## src/rtl/assert_macros.svh

```systemverilog
// ----------------------------------------------------------------------------
// assert_macros.svh
// Clocked assertion helpers used by led_panel_test_pattern_gen.
// ----------------------------------------------------------------------------
`ifndef ASSERT_MACROS_SVH
`define ASSERT_MACROS_SVH

// same-cycle implication, disabled during reset
`define ASSERT_IMPL(label, clk, rst, ante, cons, msg) \
   label: assert property (@(posedge clk) disable iff (rst) (ante) |-> (cons)) \
      else $error(msg);

// next-cycle implication, disabled during reset
`define ASSERT_NEXT(label, clk, rst, ante, cons, msg) \
   label: assert property (@(posedge clk) disable iff (rst) (ante) |=> (cons)) \
      else $error(msg);

`endif

```

## src/rtl/lptpg_pkg.sv

```systemverilog
// ----------------------------------------------------------------------------
// lptpg_pkg
// Types, pattern codes and color tables of the LED panel test pattern gen.
// ----------------------------------------------------------------------------
package lptpg_pkg;

   localparam int COL_W = 8;
   localparam int ROW_W = 6;
   localparam int SEL_W = 4;
   localparam int CH_W  = 8;

   typedef enum logic [SEL_W-1:0] {
      PAT_BLEED    = 4'd0,
      PAT_HLINES   = 4'd1,
      PAT_ROW_TAIL = 4'd2,
      PAT_PANELS   = 4'd3,
      PAT_CHECKERS = 4'd4,
      PAT_RED      = 4'd5,
      PAT_GREEN    = 4'd6,
      PAT_BLUE     = 4'd7,
      PAT_BLACK    = 4'd8
   } pattern_type;

   typedef struct packed {
      logic [CH_W-1:0] red;
      logic [CH_W-1:0] green;
      logic [CH_W-1:0] blue;
   } rgb_type;

   localparam rgb_type RGB_BLACK = '{red: 8'd0,   green: 8'd0,   blue: 8'd0};
   localparam rgb_type RGB_WHITE = '{red: 8'd255, green: 8'd255, blue: 8'd255};
   localparam rgb_type RGB_RED   = '{red: 8'd255, green: 8'd0,   blue: 8'd0};
   localparam rgb_type RGB_GREEN = '{red: 8'd0,   green: 8'd255, blue: 8'd0};
   localparam rgb_type RGB_BLUE  = '{red: 8'd0,   green: 8'd0,   blue: 8'd255};

   localparam rgb_type PANEL_RGB [4] = '{
      '{red: 8'd220, green: 8'd0,   blue: 8'd0},
      '{red: 8'd0,   green: 8'd210, blue: 8'd0},
      '{red: 8'd0,   green: 8'd70,  blue: 8'd255},
      '{red: 8'd0,   green: 8'd0,   blue: 8'd0}
   };

   localparam rgb_type TAIL_RGB [4] = '{
      '{red: 8'd255, green: 8'd190, blue: 8'd0},
      '{red: 8'd0,   green: 8'd255, blue: 8'd190},
      '{red: 8'd255, green: 8'd0,   blue: 8'd255},
      '{red: 8'd255, green: 8'd255, blue: 8'd255}
   };

   localparam rgb_type CHECK_RGB [4] = '{RGB_RED, RGB_GREEN, RGB_BLUE, RGB_WHITE};

   localparam rgb_type BAND_RGB [4] = '{RGB_RED, RGB_GREEN, RGB_BLUE, RGB_BLACK};

endpackage

```

## src/rtl/lptpg_pattern.sv

```systemverilog
// ----------------------------------------------------------------------------
// lptpg_pattern
// Pixel color for one coordinate under the selected test pattern.
// ----------------------------------------------------------------------------
module lptpg_pattern (
   input  logic [lptpg_pkg::SEL_W-1:0] pattern_select,
   input  logic [lptpg_pkg::COL_W-1:0] column,
   input  logic [lptpg_pkg::ROW_W-1:0] row,
   output lptpg_pkg::rgb_type          pixel
);
   import lptpg_pkg::*;

   logic [1:0] panel;
   logic [5:0] local_x;
   logic       tail_rows;
   logic       side_band;
   logic       tail_black;
   logic [1:0] band;
   logic [2:0] phase;
   logic       odd_square;

   always_comb begin
      panel      = column[7:6];
      local_x    = column[5:0];
      tail_rows  = (row[5:3] == 3'd3) || (row[5:3] == 3'd7);
      side_band  = (local_x < 6'd4) || (local_x >= 6'd60);
      odd_square = local_x[3] ^ row[3];
      phase      = row[2:0] + {1'b0, panel};
      tail_black = (local_x == 6'd0) || (local_x == 6'd63) || (row == 6'd31) ||
                   (row == 6'd32) || (tail_rows && (local_x[3:0] == 4'd8));

      if (row[5:3] == 3'd7) begin
         band = column[1:0] + row[1:0];
      end else if (row[5:3] == 3'd6) begin
         band = column[1:0];
      end else begin
         band = column[4:3];
      end

      unique case (pattern_select)
         PAT_RED:      pixel = RGB_RED;
         PAT_GREEN:    pixel = RGB_GREEN;
         PAT_BLUE:     pixel = RGB_BLUE;
         PAT_BLACK:    pixel = RGB_BLACK;
         PAT_PANELS:   pixel = PANEL_RGB[panel];
         PAT_CHECKERS: pixel = odd_square ? RGB_BLACK : CHECK_RGB[panel];
         PAT_BLEED:    pixel = BAND_RGB[band];
         PAT_HLINES: begin
            if (side_band) begin
               pixel = PANEL_RGB[panel];
            end else if (phase < 3'd3) begin
               pixel = BAND_RGB[phase[1:0]];
            end else if (phase == 3'd4) begin
               pixel = RGB_WHITE;
            end else begin
               pixel = RGB_BLACK;
            end
         end
         // row tail, also for unassigned codes
         default: begin
            if (tail_black) begin
               pixel = RGB_BLACK;
            end else if (tail_rows) begin
               pixel = TAIL_RGB[panel];
            end else begin
               pixel = PANEL_RGB[panel];
            end
         end
      endcase
   end

endmodule

```

## src/rtl/led_panel_test_pattern_gen.sv

```systemverilog
// ----------------------------------------------------------------------------
// led_panel_test_pattern_gen
// RGB888 test pattern pixel for a coordinate on four chained 64x64 panels.
// ----------------------------------------------------------------------------
//   channel | direction | word
//   req_    | in        | req_column, req_row
//   rsp_    | out       | rsp_red, rsp_green, rsp_blue
//   csr_    | in        | csr_pattern_select
//
// One word per cycle sustained while rsp_ready is high; a word passes the
// coordinate register, then pattern logic into the result register.
// Reset clears both valid flags and sets the pattern select to bleed.
// With rsp_ready low the result holds; one more word is taken into the
// coordinate register, then req_ready drops. csr_ready is always high.
// ----------------------------------------------------------------------------
`include "assert_macros.svh"

module led_panel_test_pattern_gen (
   input  logic                        clock,
   input  logic                        reset,
   input  logic                        req_valid,
   output logic                        req_ready,
   input  logic [lptpg_pkg::COL_W-1:0] req_column,
   input  logic [lptpg_pkg::ROW_W-1:0] req_row,
   output logic                        rsp_valid,
   input  logic                        rsp_ready,
   output logic [lptpg_pkg::CH_W-1:0]  rsp_red,
   output logic [lptpg_pkg::CH_W-1:0]  rsp_green,
   output logic [lptpg_pkg::CH_W-1:0]  rsp_blue,
   input  logic                        csr_valid,
   output logic                        csr_ready,
   input  logic [lptpg_pkg::SEL_W-1:0] csr_pattern_select
);
   import lptpg_pkg::*;

   logic [SEL_W-1:0] pattern_ff;
   logic [SEL_W-1:0] pattern_in;
   logic             s1_valid_ff;
   logic             s1_valid_in;
   logic [COL_W-1:0] column_ff;
   logic [ROW_W-1:0] row_ff;
   logic             rsp_valid_ff;
   logic             rsp_valid_in;
   rgb_type          result_ff;
   rgb_type          pixel;
   logic             s1_load;
   logic             s2_load;

   assign csr_ready = 1'b1;

   assign s2_load = !rsp_valid_ff || rsp_ready;
   assign s1_load = !s1_valid_ff || s2_load;

   always_comb begin
      pattern_in   = (csr_valid && csr_ready) ? csr_pattern_select : pattern_ff;
      s1_valid_in  = s1_load ? req_valid : s1_valid_ff;
      rsp_valid_in = s2_load ? s1_valid_ff : rsp_valid_ff;
   end

   always_ff @(posedge clock) begin
      if (reset) begin
         pattern_ff   <= PAT_BLEED;
         s1_valid_ff  <= 1'b0;
         rsp_valid_ff <= 1'b0;
      end else begin
         pattern_ff   <= pattern_in;
         s1_valid_ff  <= s1_valid_in;
         rsp_valid_ff <= rsp_valid_in;
      end
   end

   always_ff @(posedge clock) begin
      if (req_valid && s1_load) begin
         column_ff <= req_column;
         row_ff    <= req_row;
      end
      if (s1_valid_ff && s2_load) begin
         result_ff <= pixel;
      end
   end

   lptpg_pattern u_pattern (
      .pattern_select (pattern_ff),
      .column         (column_ff),
      .row            (row_ff),
      .pixel          (pixel)
   );

   assign req_ready = s1_load;
   assign rsp_valid = rsp_valid_ff;
   assign rsp_red   = result_ff.red;
   assign rsp_green = result_ff.green;
   assign rsp_blue  = result_ff.blue;

   `ASSERT_NEXT(a_req_enters_s1, clock, reset, req_valid && req_ready, s1_valid_ff, "accepted word lost before stage 1")
   `ASSERT_NEXT(a_s1_reaches_rsp, clock, reset, s1_valid_ff && s2_load, rsp_valid, "stage 1 word did not reach result")
   `ASSERT_IMPL(a_no_bubble_stall, clock, reset, !req_ready, s1_valid_ff && rsp_valid_ff, "input stalled with free stage")
   `ASSERT_NEXT(a_solid_red, clock, reset, s1_valid_ff && s2_load && (pattern_ff == PAT_RED), (rsp_red == 8'd255) && (rsp_green == 8'd0) && (rsp_blue == 8'd0), "solid red pattern wrong")

endmodule
```

## config.mk

```make
export PLATFORM = sky130hd
export DESIGN_NAME = led_panel_test_pattern_gen
export DESIGN_NICKNAME = d
export VERILOG_FILES = /design/src/rtl/lptpg_pkg.sv /design/src/rtl/lptpg_pattern.sv /design/src/rtl/led_panel_test_pattern_gen.sv
export VERILOG_INCLUDE_DIRS = /design/src /design/src/rtl
export SDC_FILE = /design/constraint.sdc
export NUM_CORES = 1
export LEC_CHECK = 0
export ABC_AREA = 0
export BUFFER_PORTS_ARGS = -buffer_cell sky130_fd_sc_hd__clkbuf_2
export CORE_UTILIZATION = 56
export CTS_BUF_LIST = sky130_fd_sc_hd__clkbuf_8
export DETAILED_ROUTE_END_ITERATION = 8
export GPL_ROUTABILITY_DRIVEN = 0
export PLACE_DENSITY_LB_ADDON = 0.3
export SLEW_MARGIN = 0
export SYNTH_ARGS = -nofsm -noshare
export SYNTH_HDL_FRONTEND = slang
export SYNTH_HIERARCHICAL = 1
export SYNTH_SLANG_ARGS = --single-unit
```

## constraint.sdc

```tcl
create_clock -name clock -period 3 [get_ports clock]
set_input_delay 0.6 -clock clock [delete_from_list [all_inputs] [get_ports clock]]
set_output_delay 0.6 -clock clock [all_outputs]
set_load 0.02 [all_outputs]
```

# Word level (Yosys, flattened, before mapping)
# Cells that the tools add are included.
dict set report totals {
  elab_cells 74
  input_bits 23
  ff_bits 44
}
dict set report classes {
  n_addsub 2
  reduce_logical 15
  n_lt_le_gt_ge 6
  n_mux 24
  eq_ne 15
  bitwise_logic 4
}
# op count
set ops {}
lappend ops {{$mux 24} 16}
lappend ops {{$bmux 24 s2} 5}
lappend ops {{$pmux 24 s8} 1}
lappend ops {{$eq 4x3->1 const B} 4}
lappend ops {{$eq 6x6->1 const B} 2}
lappend ops {{$eq 3x3->1 const B} 3}
lappend ops {{$ge 3x3->1 const B} 3}
lappend ops {{$not 2->3} 3}
lappend ops {{$eq 4x4->1 const B} 2}
lappend ops {{$logic_or 1x1->1} 8}
lappend ops {{$eq 6x5->1 const B} 1}
lappend ops {{$ge 6x6->1 const B} 1}
lappend ops {{$logic_not 6->1} 1}
lappend ops {{$lt 6x3->1 const B} 1}
lappend ops {{$eq 4x1->1 const B} 1}
lappend ops {{$eq 4x2->1 const B} 1}
lappend ops {{$logic_not 4->1} 1}
lappend ops {{$mux 2} 2}
lappend ops {{$add 3x2->3} 1}
lappend ops {{$eq 3x2->1 const B} 1}
lappend ops {{$logic_and 1x1->1} 3}
lappend ops {{$lt 3x2->1 const B} 1}
lappend ops {{$add 2x2->2} 1}
lappend ops {{$logic_not 1->1} 2}
lappend ops {{$xor 1x1->1} 1}

# Depth between registers and ports, before layout
# Gate-level depths: netlist of the first run.
dict set report logic_depth {
  ltp_word 8
  depth_mapped 9
  mapped_depth_nobuf 8
}

# Cells and area by module
# Netlist of the first run, hierarchy kept.
# mod area_each_um2 instances cells_each
set by_module_without_submodules {}
lappend by_module_without_submodules {led_panel_test_pattern_gen 1395.1 1 63}
lappend by_module_without_submodules {lptpg_pattern 810.8 1 105}

# Least setup slack after synthesis of the first run
# No wires, ideal clock.
dict set report synth_timing {
  kind {register to register}
  startpoint {reg column_ff[6]}
  endpoint {reg result_ff, in the netlist rsp_green[7], data pin}
  slack_ps 779
  stages_incl_launch_ff 10
  t_arrival_ps 1970
  n_path_buf 1
  required_time_ps 2749
  cell_sequence {edfxtp_1 -> ha_1 -> inv_1 -> fa_1 -> xor2_1 -> xor2_1 -> o32ai_1 -> a31oi_2 -> o311ai_1 -> buf_4}
}
# item line
set synth_rtl {}
lappend synth_rtl {{from (decl)} led_panel_test_pattern_gen.sv:40} ;# logic [COL_W-1:0] column_ff;
lappend synth_rtl {{from (signal assigned)} led_panel_test_pattern_gen.sv:74} ;# column_ff <= req_column;
lappend synth_rtl {{to (signal assigned)} led_panel_test_pattern_gen.sv:78} ;# result_ff <= pixel;
lappend synth_rtl {{to (decl)} led_panel_test_pattern_gen.sv:44} ;# rgb_type result_ff;

# Worst setup path in the final report of the first run
dict set report layout_timing {
  startpoint {reg column_ff[7]}
  endpoint {reg result_ff, in the netlist rsp_green[7], data pin}
}
dict set report layout_between {
  elab_chain_len 8
  elab_cells_between_ends 24
  cone_classes {1 x add/sub; 1 x order compare; 1 x eq/ne; 19 x mux; 2 x bitwise}
}
# item line
set layout_rtl {}
lappend layout_rtl {{$add 3x2->3} lptpg_pattern.sv:28} ;# phase = row[2:0] + {1'b0, panel};
lappend layout_rtl {{$not 2->3 (implied by the code)} lptpg_pattern.sv:52} ;# pixel = BAND_RGB[phase[1:0]];
lappend layout_rtl {{$bmux 24 s2} lptpg_pattern.sv:52}
lappend layout_rtl {{$mux 24 (implied by the code) (2 in series)} lptpg_pattern.sv:52}
lappend layout_rtl {{$mux 24} lptpg_pattern.sv:51} ;# end else if (phase < 3'd3) begin
lappend layout_rtl {{$mux 24} lptpg_pattern.sv:49} ;# if (side_band) begin
lappend layout_rtl {{$pmux 24 s8 *} lptpg_pattern.sv:40} ;# unique case (pattern_select)
# Every way passes the cells marked *; elsewhere a longest branch is shown, timed or not. The select of a mux whose other input is x is not followed.
# A chain may end at the register's enable or synchronous reset.

==> results of run 1 <==
-- placed cells by master (no fill, tap or decap), drive strengths merged, types with 3 or more instances in the layout --
| cell | synthesis | final |
|---|---|---|
| o311ai | 3 | 3 |
| ha | 6 | 6 |
| and2 | 3 | 3 |
| edfxtp | 38 | 38 |
| inv | 7 | 8 |
| o21ai | 5 | 5 |
| nand2 | 8 | 8 |
| dfxtp | 6 | 6 |
| clkbuf | 0 | 53 |
| mux2i | 8 | 8 |
| a31oi | 4 | 4 |
| nor2 | 10 | 10 |
| o211ai | 3 | 3 |
| nor3 | 3 | 3 |
| o41ai | 3 | 3 |
| nand3 | 6 | 6 |
| a21oi | 8 | 8 |
-- state kept, by name, indices dropped and copies added (netlist names) --
signal	count
rsp_green	8
row_ff	6
s1_valid_ff	1
rsp_valid	1
pattern_ff	4
column_ff	8
rsp_red	8
rsp_blue	8
-- kinds of logic (layout without fill, tap and decap cells) --
group	after synthesis	after routing	synth area share [%]
flops	44	44	57.2
mux	9	9	4.14
fa+ha+maj	7	7	4.31
other cells	1	1	0.170
compound gates	32	32	11.0
xor+xnor	4	4	1.59
simple gates	45	45	13.6
buf+inv	26	64	8.05
-- cell type report --
class,instances,area (um2)
tap,48,60.1
clock buffer,5,68.8
sequential,44,1260
multi-input combinational,98,767
clock inverter,3,38.8
inverter,7,26.3
timing repair buffer,49,248
fill,277,1250
-- worst max-delay path by stage --
stage	from	endpoint	slack [ns]	cells after the start
6_report	column_ff[7]	rsp_green[7]	0.59	7
5_1_grt	column_ff[7]	rsp_blue[2]	0.40	7
4_1_cts	column_ff[6]	rsp_green[7]	0.64	8
3_5_place_dp	column_ff[6]	rsp_green[7]	0.64	8
3_3_place_gp	column_ff[6]	rsp_green[4]	0.78	8
2_1_floorplan	column_ff[6]	rsp_green[7]	0.78	9
-- metrics by stage --
step                instance area, um2  setup WS (ns)  std cells  total power (W)
floorplan                         2210          0.779        168         0.000943
global placement                  2360          0.779        246         0.000959
detailed placement                2360          0.644        246         0.000970
CTS                               2470          0.636        254          0.00140
global route                      2470          0.403        254          0.00145
finish                            2470          0.586        254          0.00138
-- power by group --
part / switching, W / internal [W] / total (W)
Sequential: 0.0000317 / 0.000721 / 0.000753
Clock: 0.000183 / 0.000243 / 0.000427
Combinational: 0.000126 / 0.0000779 / 0.000204
Total: 0.000341 / 0.00104 / 0.00138
-- critical path: stages, from the launching register on --
cell,delay [ns]
edfxtp_1,0.47
inv_1,0.16
fa_1,0.46
xor2_1,0.26
xor2_1,0.18
o32ai_1,0.12
a31oi_2,0.30
o311ai_1,0.18
-- routing by layer --
metal | global-route usage [%] | wire (um) | share of wire (%) | up-vias
met5 | 0 | 0 | 0 | -
met4 | 14.4 | 126 | 3.4 | 0
met3 | 5.63 | 293 | 8.0 | 17
met2 | 32.9 | 1860 | 51 | 89
met1 | 21.5 | 1380 | 38 | 664
li1 | - | - | - | 689
==> run metrics, run 1 <==
status completed; post-synthesis sequential area ratio between 50% and 60%; CP Capture Type flop; clock root buffer clkbuf_8; syn_area_per_cell 13.1 um2; relative slew slack 61.7%; Final Core Density 66.5%; R2R Setup Slk just under 0.6 ns; Die Span X 64.8 um; share of cells above drive strength 1 33.0%; Clock transition at path regs 0.08 ns; Clock Sink Count 44; n_diodes 0; total CTS buffers 5; MaxCap Viol Count 0; number of synthesized flops with an enable pin 38; final antenna-violating net count 0; clock latency on the worst-skew pair 0.29 ns; final net count between 200 and 250; most common cell in the netlist edfxtp_1; Slew Limit Fails 0; Port-buffer cells 48; worst reg2reg path endpoint rsp_green[7]; initial antenna violation count 0; Syn Std Cell Area around 2200 um2; Synth area leaders edfxtp_1, dfxtp_1, buf_4, mux2i_1, ha_1; Yosys reg bits 44; ys async rst share 0%; Min-Delay Endpoint column_ff[2]; CTS Hold Bufs 0; total gr overflow 0; HP Start req_column[2]; synth cell count leaders edfxtp_1, buf_4, nor2_1; vias in the first global route approximately 1.4k; Yosys cell types 47; post-route minimum period 2.41 ns; RSZ-0062 raised after global routing false; post-synth top area share 51.7%; setup_tns 0 ns; CP Class reg -> reg; Max Buffers Root-to-Sink 2; CORE AREA 3720 um2; worst hold stages 1; final setup vio count 0; WP data arrival 2.43 ns; Worst VDD drop 0.347 mV; worst-case clock skew 0.00933 ns; GRT Overall Usage 19.9%; Starting Density between 50% and 60%; LEAKAGE between 1 and 1.5 nW; Yosys Warn Count 6; Via density 5.74; syn_nets 198; die area 4190 um2; WL/cell 14.4 um; Synth Flop Type edfxtp_1; worst reg2reg startpoint column_ff[7]; Area Overhead vs Synth 12.0%; Post-Route WL 3.65 mm; Fmax 414 MHz; Post-CTS Setup Inserts 0; Post-Syn Instances 168; post_cts resized 0; PD cells 560 nW/um2; H-Tree Depth 2; height of the die between 60 and 70 um; pin count of the biggest net entering global routing 25; Final Hold Vio Count 0; biggest area consumer among synthesized cells edfxtp_1; CTS tree yes; DR iter-0 viols approximately 110; DRC violation count after routing 0; Critical Path Source Type flop; Worst R2R Path Depth 7; iteration count of the initial detailed-routing pass 4; WP data required 3.01 ns; first-pass GRT wire length 6.13 mm; io pins 50; WHS approximately 0.48 ns; Row Count 22; pin slew with the least headroom to its limit 0.573 ns; Hold Crit Class in -> reg; CP max FO 7; routed vias around 1.5k; DP Wirelength 2.85 mm; period utilization 80.5%
(Power assumes the default switching activity.)
==> run 2: changes to the inputs <==
- CORE_UTILIZATION: 56 -> 51
- clock period: 3 -> 2.1 ns (I/O delays scaled with it)
==> run metrics, run 2 (same netlist as run 1, synthesis figures left out) <==
Final Core Density 63.6% (was 66.5%); height of the die 67.8 um (was 64.8 um); period utilization 101% (was 80.5%); MaxCap Viol Count 0 (unchanged); violated checks setup timing; CTS Hold Bufs 0 (unchanged); LEAKAGE 1.08 nW (was 1.01 nW); final worst setup slack -0.0282 ns (was 0.586 ns); Starting Density 54.0% (was 59.4%); FF+latch area 1260 um2 (unchanged); n_diodes 0 (unchanged); initial antenna violation count 0 (unchanged); Via density 5.63 (was 5.74); Area Overhead vs Synth 17.9% (was 12.0%); pin count of the biggest net entering global routing 25 (unchanged); most frequent cells in the layout clkbuf_2, edfxtp_1, buf_4 (was clkbuf_2, edfxtp_1, nor2_1); clock latency on the worst-skew pair 0.29 ns (about the same); final antenna-violating net count 0 (unchanged); post-route minimum period 2.13 ns (was 2.41 ns); H-Tree Depth 2 (unchanged); total gr overflow 0 (unchanged); pin slew with the least headroom to its limit 0.626 ns (was 0.573 ns); CTS tree yes (unchanged); fin area 2600 um2 (was 2470 um2); commonest non-fill, non-tap cell in the layout clkbuf_2 (unchanged); WP data arrival 2.16 ns (was 2.43 ns); Port-buffer cells 48 (unchanged); CP max FO 6 (was 7); io pins 50 (unchanged); RSZ-0062 raised after global routing true (was false); crit path from column_ff[6] (was column_ff[7]); CORE AREA 4090 um2 (was 3720 um2); first-pass GRT wire length 6.18 mm (was 6.13 mm); Clock Sink Count 44 (unchanged); routed vias 1502 (was 1459); Multi-input gate area 812 um2 (was 767 um2); final net count 246 (was 235); HP Start req_column[3] (was req_column[2]); DP Wirelength 2.92 mm (was 2.85 mm); Worst VDD drop 0.481 mV (was 0.347 mV); die area 4590 um2 (was 4190 um2); DRC violation count after routing 0 (unchanged); iteration count of the initial detailed-routing pass 4 (unchanged); Slew Limit Fails 0 (unchanged); largest stage delay on the critical path 0.44 ns (was 0.47 ns); Clock transition at path regs 0.08 ns (about the same); status finished with violations (was completed); final setup vio count 2 (was 0); Final Hold Vio Count 0 (unchanged); Max Buffers Root-to-Sink 2 (unchanged); share of cells above drive strength 1 40.6% (was 33.0%); GRT Overall Usage 18.8% (was 19.9%); worst-case clock skew 0.00556 ns (was 0.00933 ns); Post-Route WL 3.84 mm (was 3.65 mm); Die Span X 67.8 um (was 64.8 um); clock root buffer clkbuf_8 (unchanged); worst-path cell chain ha_1 > inv_2 > fa_2 > nand4bb_1 > o32ai_1 > a31oi_2 > buf_4 > o311ai_2 (was inv_1 > fa_1 > xor2_1 > xor2_1 > o32ai_1 > a31oi_2 > o311ai_1); total CTS buffers 5 (unchanged); Critical Path Source Type flop (unchanged); setup_tns -0.0536 ns (was 0 ns); placed inst area 2450 um2 (was 2360 um2); relative slew slack 58.1% (was 61.7%); vias in the first global route 1382 (was 1444); WL/cell 14.4 um (about the same); DR iter-0 viols 75 (was 114); Row Count 23 (was 22); fill count 327 (was 277); CP Class reg -> reg (unchanged); worst reg2reg startpoint column_ff[6] (was column_ff[7]); PD cells 776 nW/um2 (was 560 nW/um2); Crit-path slowest cell fa_2 (was edfxtp_1); Hold Crit Class in -> reg (unchanged); WP data required 2.13 ns (was 3.01 ns); Fmax 470 MHz (was 414 MHz); CP Capture Type flop (unchanged)
==> run 2: metrics by stage <==
stage	total power, W	instances	hold WS (ns)	setup slack [ns]
after detailed placement	0.00140	257	0.501	-0.0299
after global routing	0.00211	267	0.288	-0.100
final	0.00202	267	0.298	-0.0282
after floorplan	0.00135	168	0.461	-0.0536
after global placement	0.00139	257	0.474	0.0742
after CTS	0.00203	266	0.289	0.0212
==> run 2: layout make-up <==
class                   count  share of cell area, %
repair buffers             60                   12.7
inverters                   7                   1.01
clock inverters             3                   1.49
well taps                  50                   2.41
flip-flops and latches     44                   48.5
multi-input cells          98                   31.2
clock buffers               5                   2.65
==> run 2: path summary, 6_finish.rpt <==
check / endpoint / slack, ns / cells after the start
worst max register to register: rsp_green[4] / -0.03 / 8
worst max-delay path: rsp_green[4] / -0.03 / 8
worst min-delay path: column_ff[3] / 0.30 / 1
worst min register to register: rsp_valid / 0.51 / 2
==> run 2: worst max-delay path, delay by kind of cell (launching register included) <==
family,cells,cell delay (ns)
AOI/OAI and AO/OA,3,0.41
adders and majority gates,2,0.66
buffers and inverters,2,0.23
DFF,1,0.40
and+or+nand+nor,1,0.17
==> run 2: layer usage <==
metal | up-vias | track usage, % | routed length (um)
met3 | 12 | 5.41 | 243
met1 | 718 | 20.6 | 1520
li1 | 711 | - | -
met4 | 0 | 9.84 | 106
met5 | - | 0 | 0
met2 | 61 | 32.5 | 1970
==> run 2: what timing repair did <==
item	4_1_cts	5_1_grt
buffers inserted	1	1
pin swaps	0	2
endpoints found under the setup margin	2	24
resized for setup	1	5
==> run 2: power breakdown <==
group	switching [W]	leakage (nW)	total, W	internal, W
Clock	0.000267	0.0593	0.000615	0.000348
Sequential	0.0000366	0.415	0.00107	0.00103
Combinational	0.000200	0.609	0.000336	0.000136
